File: src/sv/scan_obstacle_run_detector_macros.svh
// Assertion helpers used by the detector back end (sord_back).
`ifndef SCAN_OBSTACLE_RUN_DETECTOR_MACROS_SVH
`define SCAN_OBSTACLE_RUN_DETECTOR_MACROS_SVH

// Condition must hold at every edge outside reset.
`define SORD_ASSERT_HOLDS(label, cond, msg) \
    label: assert property (@(posedge aclk) disable iff (!aresetn) (cond)) \
        else $error(msg);

// Antecedent implies consequent in the same cycle.
`define SORD_ASSERT_IMPLIES(label, ante, cons, msg) \
    label: assert property (@(posedge aclk) disable iff (!aresetn) (ante) |-> (cons)) \
        else $error(msg);

`endif

File: src/sv/sord_pkg.sv
package sord_pkg;

    localparam int STEP_W     = 10;
    localparam int DIST_W     = 16;
    localparam int RUN_W      = 5;
    localparam int RUN_IDX_W  = 4;
    localparam int TALLY_W    = 16;
    localparam int CFG_IDX_W  = 2;
    localparam int CFG_DATA_W = 16;
    localparam int M_TDATA_W  = 48;
    localparam int EVT_W      = STEP_W + DIST_W + 1 + TALLY_W;
    localparam int QDEPTH     = 4;
    localparam int QPTR_W     = 2;

    localparam logic [RUN_W-1:0]   MAX_RUN   = 5'd16;
    localparam logic [STEP_W-1:0]  LAST_STEP = 10'd1023;
    localparam logic [TALLY_W-1:0] TALLY_MAX = 16'hFFFF;

    localparam logic [DIST_W-1:0] THRESHOLD_RST = 16'd1000;
    localparam logic [STEP_W-1:0] WIN_START_RST = 10'd0;
    localparam logic [STEP_W-1:0] WIN_END_RST   = 10'd681;
    localparam logic [RUN_W-1:0]  MIN_RUN_RST   = 5'd4;

    typedef enum logic [CFG_IDX_W-1:0] {
        CFG_THRESHOLD = 2'd0,
        CFG_WIN_START = 2'd1,
        CFG_WIN_END   = 2'd2,
        CFG_MIN_RUN   = 2'd3
    } cfg_idx_t;

    typedef enum logic {
        EV_OBSTACLE = 1'b0,
        EV_CLEAR    = 1'b1
    } ev_kind_t;

    // One queued command expands into last_idx+1 events.
    typedef struct packed {
        ev_kind_t                 kind;
        logic [STEP_W-1:0]        first_step;
        logic [RUN_IDX_W-1:0]     last_idx;
        logic [DIST_W-1:0]        distance;
        logic                     whole;
        logic [TALLY_W-1:0]       tally;
    } cmd_t;

endpackage

File: src/sv/sord_front.sv
module sord_front (
    input  logic                            aclk,
    input  logic                            aresetn,
    input  logic                            cfg_valid,
    input  logic [sord_pkg::CFG_IDX_W-1:0]  cfg_index,
    input  logic [sord_pkg::CFG_DATA_W-1:0] cfg_data,
    input  logic                            s_tvalid,
    input  logic [sord_pkg::DIST_W-1:0]     s_tdata,
    input  logic                            s_tlast,
    output logic                            s_tready,
    input  logic                            q_full,
    output logic                            push,
    output sord_pkg::cmd_t                  cmd
);
    import sord_pkg::*;

    logic [DIST_W-1:0]  threshold_reg;
    logic [STEP_W-1:0]  win_start_reg;
    logic [STEP_W-1:0]  win_end_reg;
    logic [RUN_W-1:0]   min_run_reg;

    logic [STEP_W-1:0]  step_reg, step_next;
    logic [RUN_W-1:0]   run_reg, run_next;
    logic               active_reg, active_next;
    logic               from_start_reg, from_start_next;
    logic [TALLY_W-1:0] tally_reg, tally_next;

    logic               accept;
    logic               in_win;
    logic               is_close;
    logic [RUN_W-1:0]   need;
    logic [RUN_W-1:0]   run_inc;
    logic [STEP_W-1:0]  first;
    logic               burst;
    logic               single;
    logic               clear_ev;
    logic               wrap;
    logic               burst_from_start;

    always_ff @(posedge aclk) begin
        if (!aresetn) begin
            threshold_reg <= THRESHOLD_RST;
            win_start_reg <= WIN_START_RST;
            win_end_reg   <= WIN_END_RST;
            min_run_reg   <= MIN_RUN_RST;
        end else if (cfg_valid) begin
            unique case (cfg_idx_t'(cfg_index))
                CFG_THRESHOLD: threshold_reg <= cfg_data;
                CFG_WIN_START: win_start_reg <= cfg_data[STEP_W-1:0];
                CFG_WIN_END:   win_end_reg   <= cfg_data[STEP_W-1:0];
                CFG_MIN_RUN:   min_run_reg   <= cfg_data[RUN_W-1:0];
            endcase
        end
    end

    assign s_tready = !q_full;
    assign accept   = s_tvalid && s_tready;

    always_comb begin
        priority if (min_run_reg == '0) begin
            need = RUN_W'(1);
        end else if (min_run_reg > MAX_RUN) begin
            need = MAX_RUN;
        end else begin
            need = min_run_reg;
        end
    end

    assign in_win   = (step_reg >= win_start_reg) && (step_reg <= win_end_reg);
    assign is_close = (s_tdata != '0) && (s_tdata < threshold_reg);
    assign run_inc  = (run_reg <= need) ? run_reg + RUN_W'(1) : run_reg;
    assign first    = step_reg + STEP_W'(1) - STEP_W'(need);
    assign burst    = in_win && is_close && (run_inc == need);
    assign single   = in_win && is_close && (run_inc > need);
    assign clear_ev = in_win && !is_close && active_reg;
    assign wrap     = s_tlast || (step_reg == LAST_STEP);
    assign burst_from_start = (first == win_start_reg);

    always_comb begin
        step_next       = step_reg;
        run_next        = run_reg;
        active_next     = active_reg;
        from_start_next = from_start_reg;
        tally_next      = tally_reg;
        if (accept) begin
            if (in_win) begin
                if (is_close) begin
                    run_next = run_inc;
                    if (burst) begin
                        active_next     = 1'b1;
                        from_start_next = burst_from_start;
                        if (tally_reg != TALLY_MAX) begin
                            tally_next = tally_reg + TALLY_W'(1);
                        end
                    end else if (single) begin
                        active_next = 1'b1;
                    end
                end else begin
                    active_next     = 1'b0;
                    run_next        = '0;
                    from_start_next = 1'b0;
                end
            end
            if (wrap) begin
                step_next       = '0;
                run_next        = '0;
                from_start_next = 1'b0;
            end else begin
                step_next = step_reg + STEP_W'(1);
            end
        end
    end

    always_ff @(posedge aclk) begin
        if (!aresetn) begin
            step_reg       <= '0;
            run_reg        <= '0;
            active_reg     <= 1'b0;
            from_start_reg <= 1'b0;
            tally_reg      <= '0;
        end else begin
            step_reg       <= step_next;
            run_reg        <= run_next;
            active_reg     <= active_next;
            from_start_reg <= from_start_next;
            tally_reg      <= tally_next;
        end
    end

    assign push = accept && (burst || single || clear_ev);

    always_comb begin
        cmd.kind       = clear_ev ? EV_CLEAR : EV_OBSTACLE;
        cmd.first_step = burst ? first : step_reg;
        cmd.last_idx   = burst ? RUN_IDX_W'(need - RUN_W'(1)) : '0;
        cmd.distance   = s_tdata;
        cmd.tally      = tally_next;
        if (burst) begin
            cmd.whole = (step_reg == win_end_reg) && burst_from_start;
        end else if (single) begin
            cmd.whole = (step_reg == win_end_reg) && from_start_reg;
        end else begin
            cmd.whole = 1'b0;
        end
    end

endmodule

File: src/sv/sord_fifo.sv
module sord_fifo (
    input  logic           aclk,
    input  logic           aresetn,
    input  logic           push,
    input  sord_pkg::cmd_t push_cmd,
    output logic           full,
    input  logic           pop,
    output logic           not_empty,
    output sord_pkg::cmd_t head
);
    import sord_pkg::*;

    cmd_t              mem_reg [QDEPTH];
    logic [QPTR_W-1:0] wr_ptr_reg;
    logic [QPTR_W-1:0] rd_ptr_reg;
    logic [QPTR_W:0]   count_reg, count_next;

    assign full      = (count_reg == (QPTR_W+1)'(QDEPTH));
    assign not_empty = (count_reg != '0);
    assign head      = mem_reg[rd_ptr_reg];

    always_ff @(posedge aclk) begin
        if (push) begin
            mem_reg[wr_ptr_reg] <= push_cmd;
        end
    end

    always_comb begin
        count_next = count_reg;
        if (push && !pop) begin
            count_next = count_reg + (QPTR_W+1)'(1);
        end else if (pop && !push) begin
            count_next = count_reg - (QPTR_W+1)'(1);
        end
    end

    always_ff @(posedge aclk) begin
        if (!aresetn) begin
            wr_ptr_reg <= '0;
            rd_ptr_reg <= '0;
            count_reg  <= '0;
        end else begin
            if (push) begin
                wr_ptr_reg <= wr_ptr_reg + QPTR_W'(1);
            end
            if (pop) begin
                rd_ptr_reg <= rd_ptr_reg + QPTR_W'(1);
            end
            count_reg <= count_next;
        end
    end

endmodule

File: src/sv/sord_back.sv
`include "scan_obstacle_run_detector_macros.svh"

module sord_back (
    input  logic                           aclk,
    input  logic                           aresetn,
    input  logic                           q_not_empty,
    input  sord_pkg::cmd_t                 head,
    output logic                           pop,
    output logic                           m_tvalid,
    input  logic                           m_tready,
    output logic [sord_pkg::M_TDATA_W-1:0] m_tdata,
    output logic                           m_tuser,
    output logic                           m_tlast
);
    import sord_pkg::*;

    logic [RUN_IDX_W-1:0] idx_reg;
    logic                 valid_reg;
    ev_kind_t             kind_reg;
    logic [STEP_W-1:0]    step_reg;
    logic [DIST_W-1:0]    dist_reg;
    logic                 whole_reg;
    logic [TALLY_W-1:0]   tally_reg;
    logic                 last_reg;

    logic load;
    logic final_beat;

    // Load a new beat when the output slot is empty or being drained.
    assign load       = q_not_empty && (!valid_reg || m_tready);
    assign final_beat = (idx_reg == head.last_idx);
    assign pop        = load && final_beat;

    always_ff @(posedge aclk) begin
        if (!aresetn) begin
            idx_reg   <= '0;
            valid_reg <= 1'b0;
        end else begin
            if (load) begin
                idx_reg <= final_beat ? '0 : idx_reg + RUN_IDX_W'(1);
            end
            if (load) begin
                valid_reg <= 1'b1;
            end else if (m_tready) begin
                valid_reg <= 1'b0;
            end
        end
    end

    always_ff @(posedge aclk) begin
        if (load) begin
            kind_reg  <= head.kind;
            step_reg  <= head.first_step + STEP_W'(idx_reg);
            dist_reg  <= head.distance;
            whole_reg <= head.whole && final_beat;
            tally_reg <= head.tally;
            last_reg  <= final_beat;
        end
    end

    assign m_tvalid = valid_reg;
    assign m_tuser  = kind_reg;
    assign m_tlast  = last_reg;
    assign m_tdata  = {(M_TDATA_W - EVT_W)'(0), tally_reg, whole_reg, dist_reg, step_reg};

    `SORD_ASSERT_IMPLIES(a_idx_in_cmd, q_not_empty, idx_reg <= head.last_idx,
        "burst index beyond command length")
    `SORD_ASSERT_IMPLIES(a_mid_burst_held, idx_reg != '0, q_not_empty,
        "burst in progress without a queued command")
    `SORD_ASSERT_IMPLIES(a_whole_on_obstacle, valid_reg && whole_reg,
        kind_reg == EV_OBSTACLE && last_reg, "whole_window on a non-final or clear beat")
    `SORD_ASSERT_IMPLIES(a_clear_single, valid_reg && kind_reg == EV_CLEAR, last_reg,
        "clear event not marked last")

endmodule

File: src/sv/scan_obstacle_run_detector.sv
// Obstacle run detector for lidar range samples delivered in scan order.
// Input stream: one beat per sample; s_tdata carries the range in mm, s_tlast
// marks the last sample of a scan. The step counter also wraps after step 1023.
// Config channel: cfg_index selects threshold_mm, window_start, window_end or
// min_run; cfg_ready is always high, write only while the block is idle.
// Output stream: one beat per event. An accepted sample yields no beat, one
// obstacle or clear beat, or a confirmation burst of min_run beats (min_run
// clamped to 1..16); m_tlast flags the final beat that a sample produced.
// Path: an accepted sample's command enters the queue at the accepting edge,
// and its beats then pass from the queue head through the output register.
// Flow: the front classifies one sample per cycle, while the queue has room,
// into a four-entry command queue; the back drains one beat per cycle while
// m_tready is high, so the front can accept new samples while bursts drain.
// Reset (aresetn low, synchronous) restores the register defaults, clears the
// step counter, run, obstacle flag and tally, and empties the queue.
// A stalled m_tready holds the current beat; the queue then fills and
// s_tready drops until the back frees a slot.
module scan_obstacle_run_detector (
    input  logic                            aclk,
    input  logic                            aresetn,
    // configuration writes
    input  logic                            cfg_valid,
    output logic                            cfg_ready,
    input  logic [sord_pkg::CFG_IDX_W-1:0]  cfg_index,
    input  logic [sord_pkg::CFG_DATA_W-1:0] cfg_data,
    // sample stream
    input  logic                            s_tvalid,
    output logic                            s_tready,
    input  logic [sord_pkg::DIST_W-1:0]     s_tdata,   // [15:0] distance_mm
    input  logic                            s_tlast,   // end_of_scan
    // event stream
    output logic                            m_tvalid,
    input  logic                            m_tready,
    // [9:0] step_index, [25:10] event_distance, [26] whole_window,
    // [42:27] obstacle_total, [47:43] zero
    output logic [sord_pkg::M_TDATA_W-1:0]  m_tdata,
    output logic                            m_tuser,   // [0] event_kind
    output logic                            m_tlast    // last
);
    import sord_pkg::*;

    logic q_push;
    logic q_full;
    logic q_pop;
    logic q_not_empty;
    cmd_t q_in;
    cmd_t q_head;

    assign cfg_ready = 1'b1;

    // Front: config registers, step/run tracking, one command per event source.
    sord_front u_front (
        .aclk      (aclk),
        .aresetn   (aresetn),
        .cfg_valid (cfg_valid),
        .cfg_index (cfg_index),
        .cfg_data  (cfg_data),
        .s_tvalid  (s_tvalid),
        .s_tdata   (s_tdata),
        .s_tlast   (s_tlast),
        .s_tready  (s_tready),
        .q_full    (q_full),
        .push      (q_push),
        .cmd       (q_in)
    );

    // Queue decouples sample intake from burst expansion.
    sord_fifo u_fifo (
        .aclk      (aclk),
        .aresetn   (aresetn),
        .push      (q_push),
        .push_cmd  (q_in),
        .full      (q_full),
        .pop       (q_pop),
        .not_empty (q_not_empty),
        .head      (q_head)
    );

    // Back: expand each command into beats through the output register.
    sord_back u_back (
        .aclk        (aclk),
        .aresetn     (aresetn),
        .q_not_empty (q_not_empty),
        .head        (q_head),
        .pop         (q_pop),
        .m_tvalid    (m_tvalid),
        .m_tready    (m_tready),
        .m_tdata     (m_tdata),
        .m_tuser     (m_tuser),
        .m_tlast     (m_tlast)
    );

endmodule
File: config.mk
export PLATFORM = sky130hd
export DESIGN_NAME = scan_obstacle_run_detector
export DESIGN_NICKNAME = d
export VERILOG_FILES = /design/src/sv/sord_pkg.sv /design/src/sv/sord_front.sv /design/src/sv/sord_fifo.sv /design/src/sv/sord_back.sv /design/src/sv/scan_obstacle_run_detector.sv
export VERILOG_INCLUDE_DIRS = /design/src /design/src/sv
export SDC_FILE = /design/constraint.sdc
export NUM_CORES = 1
export LEC_CHECK = 0
export ABC_AREA = 1
export BUFFER_PORTS_ARGS = -buffer_cell sky130_fd_sc_hd__buf_2
export CAP_MARGIN = 20
export CELL_PAD_IN_SITES_DETAIL_PLACEMENT = 1
export CELL_PAD_IN_SITES_GLOBAL_PLACEMENT = 1
export CORE_AREA = 2 2 172 174
export CTS_CLUSTER_DIAMETER = 60
export DETAILED_ROUTE_END_ITERATION = 7
export DIE_AREA = 0 0 174 176
export PLACE_DENSITY_LB_ADDON = 0.1
export SLEW_MARGIN = 20
export SYNTH_ARGS = -nofsm -noshare
export SYNTH_HDL_FRONTEND = slang
export SYNTH_SLANG_ARGS = --single-unit
File: constraint.sdc
create_clock -name aclk -period 12.85 [get_ports aclk]
set_clock_uncertainty 0.2 [all_clocks]
set_input_delay 1.9275 -clock aclk [delete_from_list [all_inputs] [get_ports aclk]]
set_output_delay 1.9275 -clock aclk [all_outputs]
set_load 0.03 [all_outputs]
==> flow_results.org <==
** Outcome
- The run finished with clean final reports.

** Finish
- Combined flip-flop and latch cell area :: 8880 µm²
- Most frequent cells in the layout :: edfxtp_1, nand2_1, nor2_1
- Max FFs per register :: about 190
- Final Instance Count excl. Fillers :: 1924
- In the final layout, the share of cells above drive strength 1 is 13.6%.
- Count of nets after finishing :: 1620
- Summing all multi-input logic gate instances after layout gives 5060 µm².
- Antenna diode instance count :: 0
- From synthesis to final layout, the design area changed by 13.1%.
- Final Util :: 58.4%
- Once layout is done, the placed cells without fillers occupy between 15000 and 20000 µm².
- The layout has between 3000 and 4000 filler cells.
- Commonest non-fill, non-tap cell in the layout :: edfxtp_1

** Worst setup path
- At the worst endpoint, the required time is 13.05 ns.
- Start of the worst register-to-register path :: u_front.min_run_reg[0]$_SDFFE_PN0P_
- In this design, the stage delay of the slowest critical-path cell is 0.38 ns.
- Measured in cells, the most critical reg-to-reg path has a length of 29.
- In this run the worst path has a maximum fanout of 5.
- In this design, the critical path's most frequently occurring cell is inv_1.
- Critical path launch point :: u_front.min_run_reg[0]$_SDFFE_PN0P_
- CP endpoint :: u_fifo.count_reg[2]$_SDFFE_PN0P_
- Crit path capture type :: register
- Register-to-register path setup slack :: approximately 7.6 ns
- The worst setup path is launched from a register.
- By startpoint and endpoint, the worst setup path is classified as reg2reg.
- The worst register-to-register path ends at u_fifo.count_reg[2]$_SDFFE_PN0P_.
- For the worst setup path, the data arrival time is 5.41 ns.
- The slowest stage of the critical path belongs to the cell fa_1.

** Global route
- Entering global routing, the biggest net connects 97 pins.
- Global-route wire length before repair :: 60500 µm
- Remaining Overflow, GRT :: 0
- The number of global-route vias before repair was 11200.
- The initial antenna violation count was 0.
- Global routing consumed, over all layers together, between 20% and 30% of the routing resources.

** Drt
- Number of violations reported at the end of detailed-routing iteration 0 :: 718
- WL per Instance :: 19.8 µm
- The detail route stage leaves a number of antenna-violating nets equal to 0.
- After detailed routing, the number of remaining DRC violations is 0.
- DR vias :: 10600
- Number of iterations in the first detailed-routing pass :: 5
- Total length of routed wires :: approximately 38000 µm
- Via-per-instance ratio :: 5.53

** Placed design
- Including well taps, the total number of placed cells is around 1900.
- Summing all placed instances gives a cell area of ~16000 µm².
- The congestion estimate from routability-driven global placement came to roughly 0.8.
- Timing analysis after detailed placement gives a worst setup slack of 7.33 ns.
- Input and output buffers added on the ports amount to between 80 and 90.
- Summed over all nets, the half-perimeter wirelength after detailed placement is about 25000 µm.

** Synth
- Flops & latches, synth :: 325
- After synthesis, the largest area contributor takes up 48.3% of total cell area.
- Yosys mapped the design onto 45 distinct sky130hd cell types.
- Ys Warns :: 0
- Share of flip-flops with an asynchronous set or reset after synthesis :: 0%
- Synthesis produced 1428 cells.
- The synthesized design contains 237 enable-type register cells.
- Post-Synthesis Cell Area :: 14700 µm²
- Among all flip-flop cells after synthesis, the most frequent one is edfxtp_1.
- Cell types with the largest area share after synthesis :: edfxtp_1, dfxtp_1, ha_1
- The largest total area in the synthesized netlist belongs to edfxtp_1.
- Post-synthesis sequential area ratio :: 60.3%
- Each instance of the synthesized netlist takes up on average 10.3 µm².

** Floorplan
- Area of the core region :: 28500 µm²
- For this configuration, the core starts out at a cell density of 51.6%.
- Number of placement rows :: 62
- Floorplan die area :: approximately 30000 µm²
- The floorplan step set the die width to ~170 µm.
- In this run the count of I/O pins placed on the die edge is 93.
- In this run the vertical extent of the chip is 176 µm.

** STA
- After layout, the worst path uses 40.5% of the clock period.
- Setup repair after global routing left no endpoint under its margin.
- Setup violations remaining at the end of the flow were counted as 0.
- Post-route setup TNS :: 0 ns
- The hold violation total from the final report is 0.
- Maximum clock frequency :: 192 MHz
- For the pin with the worst max-slew slack, the measured transition is 1.01 ns.
- The number of pins with negative max-slew slack in the final report is 0.
- In this run the tightest slew margin relative to its limit is 32.7%.
- Worst hold margin :: 0.272 ns
- For the finished layout, the period the worst path requires is 5.21 ns.
- Worst setup margin :: 7.64 ns

** CTS
- Counting every sink on the clock net gives about 330.
- Buffers inserted to repair hold after CTS numbered 0.
- Buffers inserted by post-CTS timing repair :: 0
- The later pin in the worst-skew pair is clocked with a latency of 0.52 ns.
- Clk pin slew, worst setup/hold paths :: ~0.060 ns
- Total CTS buffers :: 37
- The clock tree synthesis step divided the H-tree into 2 levels.
- Once the clock tree was built, the resizer swapped 0 gates to a different size.
- Buffer cell driving the clock tree root :: clkbuf_16
- TritonCTS clock tree :: yes
- The longest clock path from root to sink contains 3 buffers.

** Power
- Share of total power in combinational logic :: 19.3%
- Summed over all cells, the static leakage comes to 6.62 nW.
- Switching Power :: roughly 0.85 mW
- Fraction of power spent switching nets :: 30.0%
- The clock network is responsible for between 30% and 40% of the overall power.
- Maximum vdd ir drop :: 101 µV
- Sequential power share :: 45.5%
- PnR Total Power :: about 2.8 mW
- Internal power :: 1.97 mW
- In this run the power density over the cells is 169 nW/µm².

** Flow run
- Number of max-cap violations :: 0

** Min path
- The min-delay analysis places its worst path in the category reg2reg.
[worst max-delay path, delay by kind of cell (launching register included)]
kind / cells / cell delay (ns)
and+or+nand+nor: 10 / 1.36
DFF: 1 / 0.31
xor gates and xnor gates: 1 / 0.17
AOI/OAI and AO/OA: 7 / 1.21
buffers and inverters: 7 / 0.72
adders and majority gates: 4 / 1.14
[cells in the mapped netlist (2+ instances only)]
cell type and n:
or2_2 3, nor2_4 3, buf_2 9, conb_1 2, dfxtp_1 88, nand2_4 5, a32o_1 3, clkinv_1 2
o21a_1 3, o21ai_1 3, nor2_1 162, nand4_1 19, nand3_2 8, a32oi_1 2, nor4_1 5, nand2_2 13
o22ai_1 39, a211oi_1 8, nor3_1 17, nand3_1 48, fa_1 3, inv_1 146, inv_2 7, o211ai_1 13
o21ai_0 140, ha_1 64, xor2_1 27, nand2_1 196, xnor2_1 4, buf_4 10, nor2_2 8, edfxtp_1 237
clkbuf_1 36, nand3b_1 3, a21oi_1 82
[area by class of cell]
type / count / area share (%)
multi-input cells: 895 / 30.3
clock inverters: 20 / 0.946
inverters: 156 / 3.53
flip-flops and latches: 325 / 53.3
clock buffers: 46 / 5.88
repair buffers: 98 / 3.12
well taps: 384 / 2.88
[how the worst min path moves through the flow]
| stage | startpoint | endpoint | slack, ns | cells past startpoint |
|---|---|---|---|---|
| after floorplan | u_front.win_end_reg[0]$_SDFFE_PN1P_ | u_front.win_end_reg[0]$_SDFFE_PN1P_ | 0.23 | 2 |
| after global placement | u_front.win_end_reg[1]$_SDFFE_PN0P_ | u_front.win_end_reg[1]$_SDFFE_PN0P_ | 0.25 | 2 |
| after detailed placement | u_front.win_end_reg[8]$_SDFFE_PN0P_ | u_front.win_end_reg[8]$_SDFFE_PN0P_ | 0.26 | 2 |
| after CTS | u_front.win_end_reg[1]$_SDFFE_PN0P_ | u_front.win_end_reg[1]$_SDFFE_PN0P_ | 0.27 | 2 |
| after global routing | u_front.threshold_reg[10]$_SDFFE_PN0P_ | u_front.threshold_reg[10]$_SDFFE_PN0P_ | 0.30 | 2 |
| final | u_front.win_end_reg[4]$_SDFFE_PN0P_ | u_front.win_end_reg[4]$_SDFFE_PN0P_ | 0.27 | 2 |
[power by group through the flow]
stage,combinational [mW],sequential (mW),clock (mW)
after floorplan,0.286,1.39,0
after global placement,0.524,1.30,0
after detailed placement,0.545,1.31,0
after CTS,0.552,1.29,1.01
after global routing,0.606,1.29,1.05
final,0.544,1.28,0.994
[cell families after synthesis]
family                   after synthesis  synth area share [%]
XOR/XNOR                              32                  2.00
other                                  2                0.0510
AO/OA/AOI/OAI                        296                  11.0
adder cells (fa/ha/maj)               67                  5.84
flip-flops                           325                  60.3
AND/OR/NAND/NOR                      493                  14.9
buffers and inverters                212                  5.80
multiplexers                           1                0.0764
[routing by layer]
metal,share of wire [%],up-vias,GRT usage (%),routed length [µm]
met3,4.3,72,3.64,1620
met5,0,-,0,0
met2,49,234,43.6,18500
li1,-,5091,-,-
met1,44,5243,33.2,16800
met4,2.9,0,9.17,1100
Power figures use the tool's default switching activity.
